### config.mk
export PLATFORM = sky130hd
export DESIGN_NAME = source_byte_tokenizer_unit_flat
export DESIGN_NICKNAME = d
export VERILOG_FILES = /design/src/rtl/core/sbt_pkg.sv /design/src/rtl/core/sbt_byte_if.sv /design/src/rtl/core/sbt_token_if.sv /design/src/rtl/core/sbt_lexer.sv /design/src/rtl/core/source_byte_tokenizer_unit.sv /design/src/flat_wrapper.sv
export SDC_FILE = /design/constraint.sdc
export NUM_CORES = 1
export LEC_CHECK = 0
export BUFFER_PORTS_ARGS = -buffer_cell sky130_fd_sc_hd__buf_2
export CORE_MARGIN = 5
export CORE_UTILIZATION = 50
export DETAILED_ROUTE_END_ITERATION = 8
export GPL_ROUTABILITY_DRIVEN = 0
export PLACE_DENSITY = 0.68
export SYNTH_ARGS = -nofsm -noshare
export SYNTH_HDL_FRONTEND = slang
export SYNTH_SLANG_ARGS = --single-unit
export TNS_END_PERCENT = 50
### constraint.sdc
create_clock -name clk_i -period 6.4 [get_ports clk_i]
set_input_delay 0.32 -clock clk_i [delete_from_list [all_inputs] [get_ports clk_i]]
set_output_delay 0.32 -clock clk_i [all_outputs]
set_load 0.02 [all_outputs]
### src/rtl/core/sbt_pkg.sv
// ----------------------------------------------------------------------------
// sbt_pkg
// Shared types, constants and character-class helpers of the source byte
// tokenizer.
// ----------------------------------------------------------------------------
package sbt_pkg;

  localparam int unsigned PosBits  = 16;
  localparam int unsigned LenBits  = 16;
  localparam int unsigned ByteBits = 8;
  localparam int unsigned KindBits = 4;
  localparam int unsigned MaxToks  = 3;

  localparam logic [PosBits-1:0] PosMax = '1;

  localparam logic [ByteBits-1:0] CH_NUL    = 8'h00;
  localparam logic [ByteBits-1:0] CH_LPAREN = 8'h28;
  localparam logic [ByteBits-1:0] CH_RPAREN = 8'h29;
  localparam logic [ByteBits-1:0] CH_SEMI   = 8'h3B;
  localparam logic [ByteBits-1:0] CH_EQUALS = 8'h3D;
  localparam logic [ByteBits-1:0] CH_COLON  = 8'h3A;
  localparam logic [ByteBits-1:0] CH_QUOTE  = 8'h22;
  localparam logic [ByteBits-1:0] CH_DOT    = 8'h2E;
  localparam logic [ByteBits-1:0] CH_UNDER  = 8'h5F;
  localparam logic [ByteBits-1:0] CH_SPACE  = 8'h20;
  localparam logic [ByteBits-1:0] CH_TAB    = 8'h09;
  localparam logic [ByteBits-1:0] CH_CR     = 8'h0D;
  localparam logic [ByteBits-1:0] CH_ZERO   = 8'h30;
  localparam logic [ByteBits-1:0] CH_NINE   = 8'h39;
  localparam logic [ByteBits-1:0] CH_LC_A   = 8'h61;
  localparam logic [ByteBits-1:0] CH_LC_Z   = 8'h7A;
  localparam logic [ByteBits-1:0] CH_UC_A   = 8'h41;
  localparam logic [ByteBits-1:0] CH_UC_Z   = 8'h5A;

  typedef enum logic [2:0] {
    MODE_IDLE   = 3'd0,
    MODE_STR    = 3'd1,
    MODE_INT    = 3'd2,
    MODE_INTDOT = 3'd3,
    MODE_FLOAT  = 3'd4,
    MODE_IDENT  = 3'd5
  } lex_mode_e;

  typedef enum logic [KindBits-1:0] {
    TK_END    = 4'd0,
    TK_LPAREN = 4'd1,
    TK_RPAREN = 4'd2,
    TK_SEMI   = 4'd3,
    TK_EQUALS = 4'd4,
    TK_COLON  = 4'd5,
    TK_STRING = 4'd6,
    TK_INT    = 4'd7,
    TK_FLOAT  = 4'd8,
    TK_IDENT  = 4'd9
  } token_kind_e;

  typedef struct packed {
    token_kind_e        kind;
    logic [LenBits-1:0] start;
    logic [LenBits-1:0] length;
  } token_t;

  // tokens caused by one byte, packed to the front, in output order
  typedef struct packed {
    logic [1:0]          count;
    token_t [MaxToks-1:0] tok;
  } lex_res_t;

  function automatic logic is_digit(logic [ByteBits-1:0] c);
    return (c >= CH_ZERO) && (c <= CH_NINE);
  endfunction

  function automatic logic is_alpha(logic [ByteBits-1:0] c);
    return ((c >= CH_LC_A) && (c <= CH_LC_Z)) || ((c >= CH_UC_A) && (c <= CH_UC_Z));
  endfunction

  function automatic logic is_word(logic [ByteBits-1:0] c);
    return is_alpha(c) || is_digit(c) || (c == CH_UNDER);
  endfunction

  function automatic logic is_space(logic [ByteBits-1:0] c);
    return (c == CH_SPACE) || ((c >= CH_TAB) && (c <= CH_CR));
  endfunction

  function automatic logic [PosBits-1:0] sat_inc(logic [PosBits-1:0] p);
    return (p == PosMax) ? p : p + 1'b1;
  endfunction

  // length from token begin to end_pos, zero if not past begin, saturating
  function automatic logic [LenBits-1:0] span_len(logic [PosBits-1:0] end_pos,
                                                  logic [PosBits-1:0] beg_pos);
    logic [PosBits-1:0] diff;
    diff = end_pos - beg_pos;
    if (end_pos <= beg_pos) return '0;
    if ((PosBits > LenBits) && ((diff >> LenBits) != '0)) return '1;
    return LenBits'(diff);
  endfunction

endpackage

### src/rtl/core/sbt_byte_if.sv
// ----------------------------------------------------------------------------
// sbt_byte_if
// Source byte channel: valid/ready with one byte per beat.
// ----------------------------------------------------------------------------
interface sbt_byte_if;
  import sbt_pkg::*;

  logic                valid;
  logic                ready;
  logic [ByteBits-1:0] source_byte;

  modport source (output valid, output source_byte, input ready);
  modport sink   (input valid, input source_byte, output ready);
endinterface

### src/rtl/core/sbt_token_if.sv
// ----------------------------------------------------------------------------
// sbt_token_if
// Token channel: valid/ready with one token per beat.
// ----------------------------------------------------------------------------
interface sbt_token_if;
  import sbt_pkg::*;

  logic                valid;
  logic                ready;
  logic [KindBits-1:0] token_kind;
  logic [LenBits-1:0]  token_start;
  logic [LenBits-1:0]  token_length;
  logic                last_of_run;

  modport source (output valid, output token_kind, output token_start,
                  output token_length, output last_of_run, input ready);
  modport sink   (input valid, input token_kind, input token_start,
                  input token_length, input last_of_run, output ready);
endinterface

### src/rtl/core/sbt_lexer.sv
// ----------------------------------------------------------------------------
// sbt_lexer
// Lexing state and per-byte decode: mode, position and token begin update on
// each accepted byte; the tokens that byte completes are produced alongside.
// ----------------------------------------------------------------------------
module sbt_lexer (
  input  logic                          clk_i,
  input  logic                          rst_ni,
  input  logic                          accept_i,
  input  logic [sbt_pkg::ByteBits-1:0]  byte_i,
  output sbt_pkg::lex_res_t             res_o
);
  import sbt_pkg::*;

  lex_mode_e          mode_q, mode_d;
  logic [PosBits-1:0] pos_q, pos_d;
  logic [PosBits-1:0] begin_q, begin_d;

  logic               taken;
  logic               flush_vld;
  token_kind_e        flush_kind;
  logic [PosBits-1:0] flush_end;
  logic               dot_vld;
  logic [PosBits-1:0] dot_pos;
  lex_mode_e          mode_mid;

  logic               fresh_vld;
  token_kind_e        fresh_kind;
  logic               fresh_len1;

  token_t [MaxToks-1:0] cand;
  logic   [MaxToks-1:0] cand_vld;

  assign dot_pos = (pos_q != '0) ? pos_q - 1'b1 : '0;

  // pending token: continue it or close it
  always_comb begin
    taken      = 1'b0;
    flush_vld  = 1'b0;
    flush_kind = TK_END;
    flush_end  = pos_q;
    dot_vld    = 1'b0;
    mode_mid   = MODE_IDLE;
    unique case (mode_q)
      MODE_STR: begin
        flush_kind = TK_STRING;
        if (byte_i == CH_QUOTE) begin
          flush_vld = 1'b1;
          taken     = 1'b1;
        end else if (byte_i == CH_NUL) begin
          flush_vld = 1'b1;
        end else begin
          taken    = 1'b1;
          mode_mid = MODE_STR;
        end
      end
      MODE_INT: begin
        flush_kind = TK_INT;
        if (is_digit(byte_i)) begin
          taken    = 1'b1;
          mode_mid = MODE_INT;
        end else if (byte_i == CH_DOT) begin
          taken    = 1'b1;
          mode_mid = MODE_INTDOT;
        end else begin
          flush_vld = 1'b1;
        end
      end
      MODE_INTDOT: begin
        flush_kind = TK_INT;
        if (is_digit(byte_i)) begin
          taken    = 1'b1;
          mode_mid = MODE_FLOAT;
        end else begin
          // integer ends before the dot, the dot itself is an unknown byte
          flush_vld = 1'b1;
          flush_end = dot_pos;
          dot_vld   = 1'b1;
        end
      end
      MODE_FLOAT: begin
        flush_kind = TK_FLOAT;
        if (is_digit(byte_i)) begin
          taken    = 1'b1;
          mode_mid = MODE_FLOAT;
        end else begin
          flush_vld = 1'b1;
        end
      end
      MODE_IDENT: begin
        flush_kind = TK_IDENT;
        if (is_word(byte_i)) begin
          taken    = 1'b1;
          mode_mid = MODE_IDENT;
        end else begin
          flush_vld = 1'b1;
        end
      end
      default: begin
        mode_mid = MODE_IDLE;
      end
    endcase
  end

  // byte not absorbed by a pending token is lexed from idle
  always_comb begin
    fresh_vld  = 1'b0;
    fresh_kind = TK_END;
    fresh_len1 = 1'b0;
    if (!taken) begin
      if (byte_i == CH_NUL) begin
        fresh_vld = 1'b1;
      end else if (!is_space(byte_i) && !is_digit(byte_i) && !is_alpha(byte_i)) begin
        fresh_vld  = 1'b1;
        fresh_len1 = 1'b1;
        case (byte_i) inside
          CH_LPAREN: fresh_kind = TK_LPAREN;
          CH_RPAREN: fresh_kind = TK_RPAREN;
          CH_SEMI:   fresh_kind = TK_SEMI;
          CH_EQUALS: fresh_kind = TK_EQUALS;
          CH_COLON:  fresh_kind = TK_COLON;
          CH_QUOTE, CH_UNDER: begin
            fresh_vld  = 1'b0;
            fresh_len1 = 1'b0;
          end
          default: begin
            fresh_kind = TK_END;
            fresh_len1 = 1'b0;
          end
        endcase
      end
    end
  end

  // next state
  always_comb begin
    mode_d  = mode_mid;
    begin_d = begin_q;
    pos_d   = sat_inc(pos_q);
    if (!taken) begin
      if (byte_i == CH_QUOTE) begin
        mode_d  = MODE_STR;
        begin_d = sat_inc(pos_q);
      end else if (is_digit(byte_i)) begin
        mode_d  = MODE_INT;
        begin_d = pos_q;
      end else if (is_alpha(byte_i) || (byte_i == CH_UNDER)) begin
        mode_d  = MODE_IDENT;
        begin_d = pos_q;
      end
    end
    if (byte_i == CH_NUL) begin
      mode_d  = MODE_IDLE;
      begin_d = '0;
      pos_d   = '0;
    end
  end

  // candidate tokens in order, then packed to the front
  always_comb begin
    logic [1:0] idx;
    cand[0].kind   = flush_kind;
    cand[0].start  = LenBits'(begin_q);
    cand[0].length = span_len(flush_end, begin_q);
    cand[1].kind   = TK_END;
    cand[1].start  = LenBits'(dot_pos);
    cand[1].length = '0;
    cand[2].kind   = fresh_kind;
    cand[2].start  = LenBits'(pos_q);
    cand[2].length = LenBits'(fresh_len1);
    cand_vld       = {fresh_vld, dot_vld, flush_vld};

    idx       = '0;
    res_o.tok = '0;
    for (int i = 0; i < MaxToks; i++) begin
      if (cand_vld[i]) begin
        res_o.tok[idx] = cand[i];
        idx            = idx + 1'b1;
      end
    end
    res_o.count = idx;
  end

  always_ff @(posedge clk_i or negedge rst_ni) begin
    if (!rst_ni) begin
      mode_q  <= MODE_IDLE;
      pos_q   <= '0;
      begin_q <= '0;
    end else if (accept_i) begin
      mode_q  <= mode_d;
      pos_q   <= pos_d;
      begin_q <= begin_d;
    end
  end

endmodule

### src/rtl/core/source_byte_tokenizer_unit.sv
// ----------------------------------------------------------------------------
// source_byte_tokenizer_unit
// Streaming tokenizer: one source byte per beat in, one token per beat out.
// ----------------------------------------------------------------------------
// Output: a token is offered in the cycle after the byte that completes it.
// Throughput: one byte per cycle while tokens are taken; a byte that
//   completes two or three tokens holds the input while the queue drains.
// Reset: mode idle, position and token begin zero, token queue empty.
module source_byte_tokenizer_unit (
  input  logic        clk_i,
  input  logic        rst_ni,
  sbt_byte_if.sink    byte_i,
  sbt_token_if.source token_o
);
  import sbt_pkg::*;

  lex_res_t             lex_res;
  logic                 in_beat;
  logic                 out_beat;
  token_t [MaxToks-1:0] tok_q;
  logic [1:0]           cnt_q;

  assign out_beat     = token_o.valid && token_o.ready;
  // take a new byte once the queue is empty or its last token leaves now
  assign byte_i.ready = (cnt_q == 2'd0) || ((cnt_q == 2'd1) && token_o.ready);
  assign in_beat      = byte_i.valid && byte_i.ready;

  sbt_lexer u_lexer (
    .clk_i    (clk_i),
    .rst_ni   (rst_ni),
    .accept_i (in_beat),
    .byte_i   (byte_i.source_byte),
    .res_o    (lex_res)
  );

  always_ff @(posedge clk_i or negedge rst_ni) begin
    if (!rst_ni) begin
      cnt_q <= '0;
    end else if (in_beat) begin
      cnt_q <= lex_res.count;
    end else if (out_beat) begin
      cnt_q <= cnt_q - 1'b1;
    end
  end

  always_ff @(posedge clk_i) begin
    if (in_beat) begin
      tok_q <= lex_res.tok;
    end else if (out_beat) begin
      tok_q[0] <= tok_q[1];
      tok_q[1] <= tok_q[2];
    end
  end

  assign token_o.valid        = (cnt_q != 2'd0);
  assign token_o.token_kind   = tok_q[0].kind;
  assign token_o.token_start  = tok_q[0].start;
  assign token_o.token_length = tok_q[0].length;
  assign token_o.last_of_run  = (cnt_q == 2'd1);

endmodule
### src/flat_wrapper.sv
// flat-port wrapper written by rule: the top's interface ports become plain ports
module source_byte_tokenizer_unit_flat import sbt_pkg::*;
  (clk_i, rst_ni, byte_i_valid, byte_i_source_byte, byte_i_ready, token_o_valid, token_o_token_kind, token_o_token_start, token_o_token_length, token_o_last_of_run, token_o_ready);
  sbt_byte_if byte_i_i ();
  sbt_token_if token_o_i ();
  input  logic clk_i;
  input  logic rst_ni;
  input wire logic [$bits(byte_i_i.valid)-1:0] byte_i_valid;
  input wire logic [$bits(byte_i_i.source_byte)-1:0] byte_i_source_byte;
  output wire logic [$bits(byte_i_i.ready)-1:0] byte_i_ready;
  output wire logic [$bits(token_o_i.valid)-1:0] token_o_valid;
  output wire logic [$bits(token_o_i.token_kind)-1:0] token_o_token_kind;
  output wire logic [$bits(token_o_i.token_start)-1:0] token_o_token_start;
  output wire logic [$bits(token_o_i.token_length)-1:0] token_o_token_length;
  output wire logic [$bits(token_o_i.last_of_run)-1:0] token_o_last_of_run;
  input wire logic [$bits(token_o_i.ready)-1:0] token_o_ready;
  assign byte_i_i.valid = byte_i_valid;
  assign byte_i_i.source_byte = byte_i_source_byte;
  assign byte_i_ready = byte_i_i.ready;
  assign token_o_valid = token_o_i.valid;
  assign token_o_token_kind = token_o_i.token_kind;
  assign token_o_token_start = token_o_i.token_start;
  assign token_o_token_length = token_o_i.token_length;
  assign token_o_last_of_run = token_o_i.last_of_run;
  assign token_o_i.ready = token_o_ready;
  source_byte_tokenizer_unit u_core (.clk_i(clk_i), .rst_ni(rst_ni), .byte_i(byte_i_i), .token_o(token_o_i));
endmodule
==> metrics.cfg, run 1 <==
[run_status]
status = complete, no violations

[job]
drv_cap = 0

[setup_path]
r2r_end = u_core.token_o.token_length[4]$_SDFFCE_PN0P_
startpoint = u_core.u_lexer.pos_q[9]$_DFFE_PN0P_
critPathKind = reg2reg
start_kind = register
worst_setup_path_end_kind = register
crit_end = u_core.token_o.token_length[4]$_SDFFCE_PN0P_
crit_chain = or3_1 -> or4_1 -> nor3_2 -> buf_4 -> nand2b_1 -> nor2_1 -> a21oi_1 -> ha_1 -> inv_1 -> fa_1 -> a21oi_1 -> o221ai_1 -> a31o_2 -> and3_1 -> o41ai_1 -> or3_1 -> nor2_1
rr_worst_depth = 17
slowest_delay_ns = 0.59
critPathMaxFanout = 19
reg2reg_from = u_core.u_lexer.pos_q[9]$_DFFE_PN0P_
cp_slowest_cell = nand2b_1
crit_required_ns = 6.56
r2r_slack_ns = 0.85
crit_arrival_ns = 5.71

[yosys]
yosys_warnings = 0
synth_area_mm2 = 0.00755
synth_nets = 901
synth_top_area_share_pct = 30.2
ys_ff_latch = 113
ys_seq_area_share_pct = 42.5
synth_largest_area_cell = edfxtp_1
synthTopCellsByArea = edfxtp_1, dfrtp_1, nor2_1
synthArstFlopShare_pct = 32.7
syn_area_per_cell_um2 = 8.75
synth_ff_type = edfxtp_1
syn_inst = 863
synth-edff-count = 76
synthDistinctLibCells = 75

[clocking]
cts_root_buf = clkbuf_16
cts_buffer_depth = 2
clk_pin_slew_ns = 0.05
post-cts-setup-buffers = 0
post_cts_resized = 0
cts_tree = done
clock-sinks = 113
cts_made_buffers = 17
insertion_delay_ns = 0.43
postCtsHoldBufs = 0
cts_max_level = 4

[floorplan]
ios = 51
start_util_pct = 50.4
rows = 45
die_width_um = 133
die_h_um = 133
dieArea_mm2 = 0.0177
core_mm2 = 0.0150

[pwr]
p_leak_nw = 3.27
total_power_mw = 3.88
power_density_mw_per_mm2 = 478
peakVddDrop_mv = 0.243

[timing]
min_period_ns = 5.55
hold_viol = 0
tightest_slew_ns = 1.13
post-route-period-util_pct = 86.7
layout_setup_ws_ns = 0.848
fin_worst_skew_ns = 0.0153
rsz0062_at_grt = no
slew_violations = 0
hold-worst-slack_ns = 0.0446
slew_headroom_pct = 24.7
setup_viol = 0
fin_setup_tns_ns = 0
fmax_ghz = 0.180

[drt]
dr.pass1.iters = 5
via_count = 6625
drtIter0Drc = 740
ant_nets = 0
wl_per_cell_um = 20.2
remaining_drc_errors = 0
vias_per_cell = 6.36
routed_wirelength_mm = 21.1

[placement]
io_buffers = 50
preCtsSetupSlack_ns = 0.971
hpwl_mm = 15.0

[layout]
diodes = 0
nFillCells = 1365
area_growth_pct = 7.44
drive_above_1_share_pct = 11.6
finalNetCount = 879
post-route-util_pct = 54.2

[global_route]
antenna_found_initial = 0
grt-ovfl-total = 0
grt_pass1_wl_mm = 34.2
grt_pass1_vias = 6251
grtUsageTotal_pct = 24.5
grt_max_degree = 69

[worst_hold_path]
min_path_type = in2async

-- worst max-delay path: cells and delay by family (launching register included) --
kind	cells	cell delay, ns
flip-flops	1	0.55
buffers and inverters	2	0.29
adder cells (fa/ha/maj)	2	0.59
AO/OA/AOI/OAI	5	1.35
AND/OR/NAND/NOR	8	2.51
-- per-layer routing --
layer	wire length [um]	GRT usage, %	share of wire, %	vias up
met4	861	11.5	4.1	0
met1	8900	33.8	42	3137
met3	1820	4.90	8.6	58
met5	0	0	0	-
met2	9520	37.1	45	365
li1	-	-	-	3065
-- synthesized netlist by cell type, types with 3 or more instances --
master,count
and2_1,8
edfxtp_1,76
a21o_1,5
nor3_1,21
o31a_1,4
ha_1,25
inv_1,40
a221oi_1,18
xnor2_1,9
o31ai_1,12
nand3_1,22
mux2i_1,7
nand4_1,7
nor4_1,7
or3_1,13
o2111ai_1,5
a22o_1,11
dfrtp_1,37
nand2b_1,8
xor2_1,5
a31oi_1,22
buf_4,37
o22ai_1,3
a211oi_1,7
and3_1,19
nand2_1,75
o21ai_0,73
o21a_1,4
clkbuf_1,47
nor2b_1,9
or2_2,3
a21oi_1,36
buf_2,12
nor2_1,121
-- layout make-up --
class | instances | area (um^2) | area share (%)
Clock buffer | 19 | 433 | 5.34
Clock inverter | 13 | 120 | 1.48
Inverter | 40 | 150 | 1.85
Multi-Input combinational cell | 613 | 3670 | 45.2
Sequential cell | 113 | 3210 | 39.6
Tap cell | 188 | 235 | 2.90
Timing Repair Buffer | 56 | 295 | 3.64
-- registers in the layout, indices dropped and copies added, names as in the netlist --
register                     count
u_core.u_lexer.mode_q            3
u_core.token_o.token_start      16
u_core.token_o.token_length     16
u_core.token_o.token_kind        4
u_core.tok_q                    40
u_core.u_lexer.begin_q          16
u_core.cnt_q                     2
u_core.u_lexer.pos_q            16
-- worst min-delay path by stage --
stage / from / endpoint / cells after the start
after detailed placement: rst_ni / u_core.u_lexer.mode_q[1]$_DFFE_PN0P_ / 1
final: rst_ni / u_core.u_lexer.begin_q[5]$_DFFE_PN0P_ / 1
after global routing: rst_ni / u_core.u_lexer.mode_q[1]$_DFFE_PN0P_ / 1
after floorplan: rst_ni / u_core.cnt_q[0]$_DFFE_PN0P_ / 0
after global placement: rst_ni / u_core.u_lexer.mode_q[1]$_DFFE_PN0P_ / 1
after CTS: rst_ni / u_core.u_lexer.mode_q[1]$_DFFE_PN0P_ / 1
-- report_power, final --
group          leakage, nW  switching, mW  internal [mW]
Clock                0.270          0.329          0.563
Sequential            1.19          0.194           1.09
Combinational         1.81           1.15          0.557
-- metrics by stage --
| stage | instance area [um^2] | cells |
|---|---|---|
| after floorplan | 7550 | 863 |
| after global placement | 7560 | 1010 |
| after detailed placement | 7560 | 1010 |
| after CTS | 8110 | 1042 |
| after global routing | 8110 | 1042 |
| final | 8110 | 1042 |
-- cells by family after synthesis --
logic type | after synthesis | synth area share [%]
AND/OR/NAND/NOR | 333 | 21.2
AO/OA/AOI/OAI | 232 | 20.2
buffers and inverters | 137 | 8.95
flip-flops | 113 | 42.5
adder cells (fa/ha/maj) | 26 | 4.41
XOR/XNOR | 14 | 1.62
multiplexers | 8 | 1.08
-- placed cells by master (no fill, tap or decap), drive strengths merged, types with 3 or more instances in the layout --
master   count
a211oi       7
a21o         5
a21oi       38
a221oi      18
a22o        11
a31oi       22
and2         9
and3        19
buf         56
clkbuf      19
clkinv      10
dfrtp       37
edfxtp      76
ha          25
inv         40
mux2i        7
nand2       75
nand2b       8
nand3       22
nand4        7
nor2       123
nor2b        9
nor3        22
nor4         9
o2111ai      5
o21a         4
o21ai       74
o22ai        3
o31a         4
o31ai       13
or2          4
or3         13
xnor2        9
xor2         5
Note: power is estimated with default switching activity, not from simulation.
==> run 2: changes to the inputs <==
--- a/config.mk
+++ b/config.mk
@@ -10,7 +10,7 @@
 export CORE_UTILIZATION = 50
 export DETAILED_ROUTE_END_ITERATION = 8
 export GPL_ROUTABILITY_DRIVEN = 0
-export PLACE_DENSITY = 0.68
+export PLACE_DENSITY = 0.66
 export SYNTH_ARGS = -nofsm -noshare
 export SYNTH_HDL_FRONTEND = slang
 export SYNTH_SLANG_ARGS = --single-unit
==> metrics.cfg, run 2 (synthesized netlist as in run 1, its figures left out) <==
[pwr]
switchingPower_mw = 1.67
p_sw_share_pct = 42.4
p_leak_nw = 3.29
p_clk_share_pct = 24.0
peakVddDrop_mv = 0.250
power_frac_seq_pct = 32.7
total_power_mw = 3.93
power_density_mw_per_mm2 = 483
p_int_mw = 2.27
combPwrFrac_pct = 43.3

[drt]
wl_per_cell_um = 20.5
drtIter0Drc = 887
remaining_drc_errors = 0
ant_nets = 0
dr.pass1.iters = 5
vias_per_cell = 6.40
routed_wirelength_mm = 21.4
via_count = 6668

[layout]
largest_reg_flops = 40
area_growth_pct = 7.87
final_common_cell = nor2_1
finalNetCount = 879
regMostFlops = u_core.tok_q
postLayoutCellArea_mm2 = 0.00814
drive_above_1_share_pct = 11.7
fin_cells = 1042
diodes = 0
nFillCells = 1366
post-route-util_pct = 54.4
layout_common_cells = nor2_1, edfxtp_1, nand2_1

[floorplan]
die_h_um = 133
rows = 45
dieArea_mm2 = 0.0177
die_width_um = 133
ios = 51
start_util_pct = 50.4
core_mm2 = 0.0150

[global_route]
grtUsageTotal_pct = 24.8
antenna_found_initial = 0
grt_max_degree = 85
grt_pass1_wl_mm = 34.6
grt_pass1_vias = 6286
grt-ovfl-total = 0

[clocking]
postCtsHoldBufs = 0
insertion_delay_ns = 0.43
clk_pin_slew_ns = 0.06
cts_tree = done
cts_made_buffers = 17
cts_max_level = 4
clock-sinks = 113
post_cts_resized = 0
cts_buffer_depth = 2
post-cts-setup-buffers = 0
cts_root_buf = clkbuf_16

[timing]
fin_setup_tns_ns = 0
tightest_slew_ns = 1.10
slew_headroom_pct = 26.8
slew_violations = 0
hold_viol = 0
post-route-period-util_pct = 86.8
fmax_ghz = 0.180
fin_worst_skew_ns = 0.0101
layout_setup_ws_ns = 0.844
min_period_ns = 5.56
hold-worst-slack_ns = 0.0576
rsz0062_at_grt = no
setup_viol = 0

[setup_path]
crit_buf_inv = 2
critPathMaxFanout = 19
crit_arrival_ns = 5.71
worst_setup_path_end_kind = register
slowest_delay_ns = 0.59
start_kind = register
crit_family = simple AND/OR/NAND/NOR gates
cp_slowest_cell = nand2b_1
crit_required_ns = 6.56
crit_chain = or3_1 -> or4_1 -> nor3_2 -> buf_4 -> nand2b_1 -> nor2_1 -> a21oi_1 -> ha_1 -> inv_1 -> fa_1 -> a21oi_1 -> o221ai_1 -> a31o_2 -> and3_1 -> o41ai_1 -> or3_1 -> nor3_1
critPathKind = reg2reg

[placement]
dpl_cell_area_mm2 = 0.00756
dp.cells = 1010
preCtsSetupSlack_ns = 0.969
hpwl_mm = 15.0
io_buffers = 50

[job]
drv_cap = 0

[run_status]
status = complete, no violations

[worst_hold_path]
min_path_type = in2async

-- run 2: cell count changes in the layout (fill, tap and decap cells not counted), sizes merged --
cell	delta
clkbuf	+1
bufinv	+1
clkinv	-2
inv	+1
clkinvlp	-1
-- run 2: cell type report --
cell class	instances	area, um^2	area share, %
clock buffers	20	447	5.49
clock inverters	12	139	1.71
inverters	40	150	1.84
multi-input cells	613	3670	45.1
flip-flops and latches	113	3210	39.4
well taps	188	235	2.89
repair buffers	56	295	3.63
-- run 2: per-layer routing --
| layer | vias up | wire [um] | track usage (%) |
|---|---|---|---|
| li1 | 3058 | - | - |
| met4 | 0 | 712 | 10.7 |
| met5 | - | 0 | 0 |
| met1 | 3175 | 9100 | 34.2 |
| met2 | 378 | 9590 | 37.0 |
| met3 | 57 | 1960 | 6.31 |
-- run 2: path summary, 6_finish.rpt --
path,cells past startpoint,startpoint,slack (ns),to
max in group asynchronous,1,rst_ni,5.74,u_core.u_lexer.pos_q[12]$_DFFE_PN0P_
worst min-delay path,1,rst_ni,0.06,u_core.u_lexer.mode_q[2]$_DFFE_PN0P_
worst max-delay path,17,u_core.u_lexer.pos_q[10]$_DFFE_PN0P_,0.84,u_core.token_o.token_length[13]$_SDFFCE_PN0P_
worst max register to register,17,u_core.u_lexer.pos_q[10]$_DFFE_PN0P_,0.84,u_core.token_o.token_length[13]$_SDFFCE_PN0P_
min in group clk_i,3,byte_i_source_byte[0],0.45,u_core.tok_q[105]$_SDFFCE_PN0P_
worst min register to register,2,u_core.tok_q[88]$_SDFFCE_PN0P_,0.53,u_core.tok_q[52]$_DFFE_PP_
-- run 2: power by group through the flow --
stage	Combinational [mW]	Sequential (mW)	Clock [mW]
floorplan	1.36	1.18	0
global placement	1.65	1.28	0
detailed placement	1.67	1.29	0
CTS	1.67	1.28	0.955
global route	1.86	1.32	0.992
finish	1.70	1.29	0.946
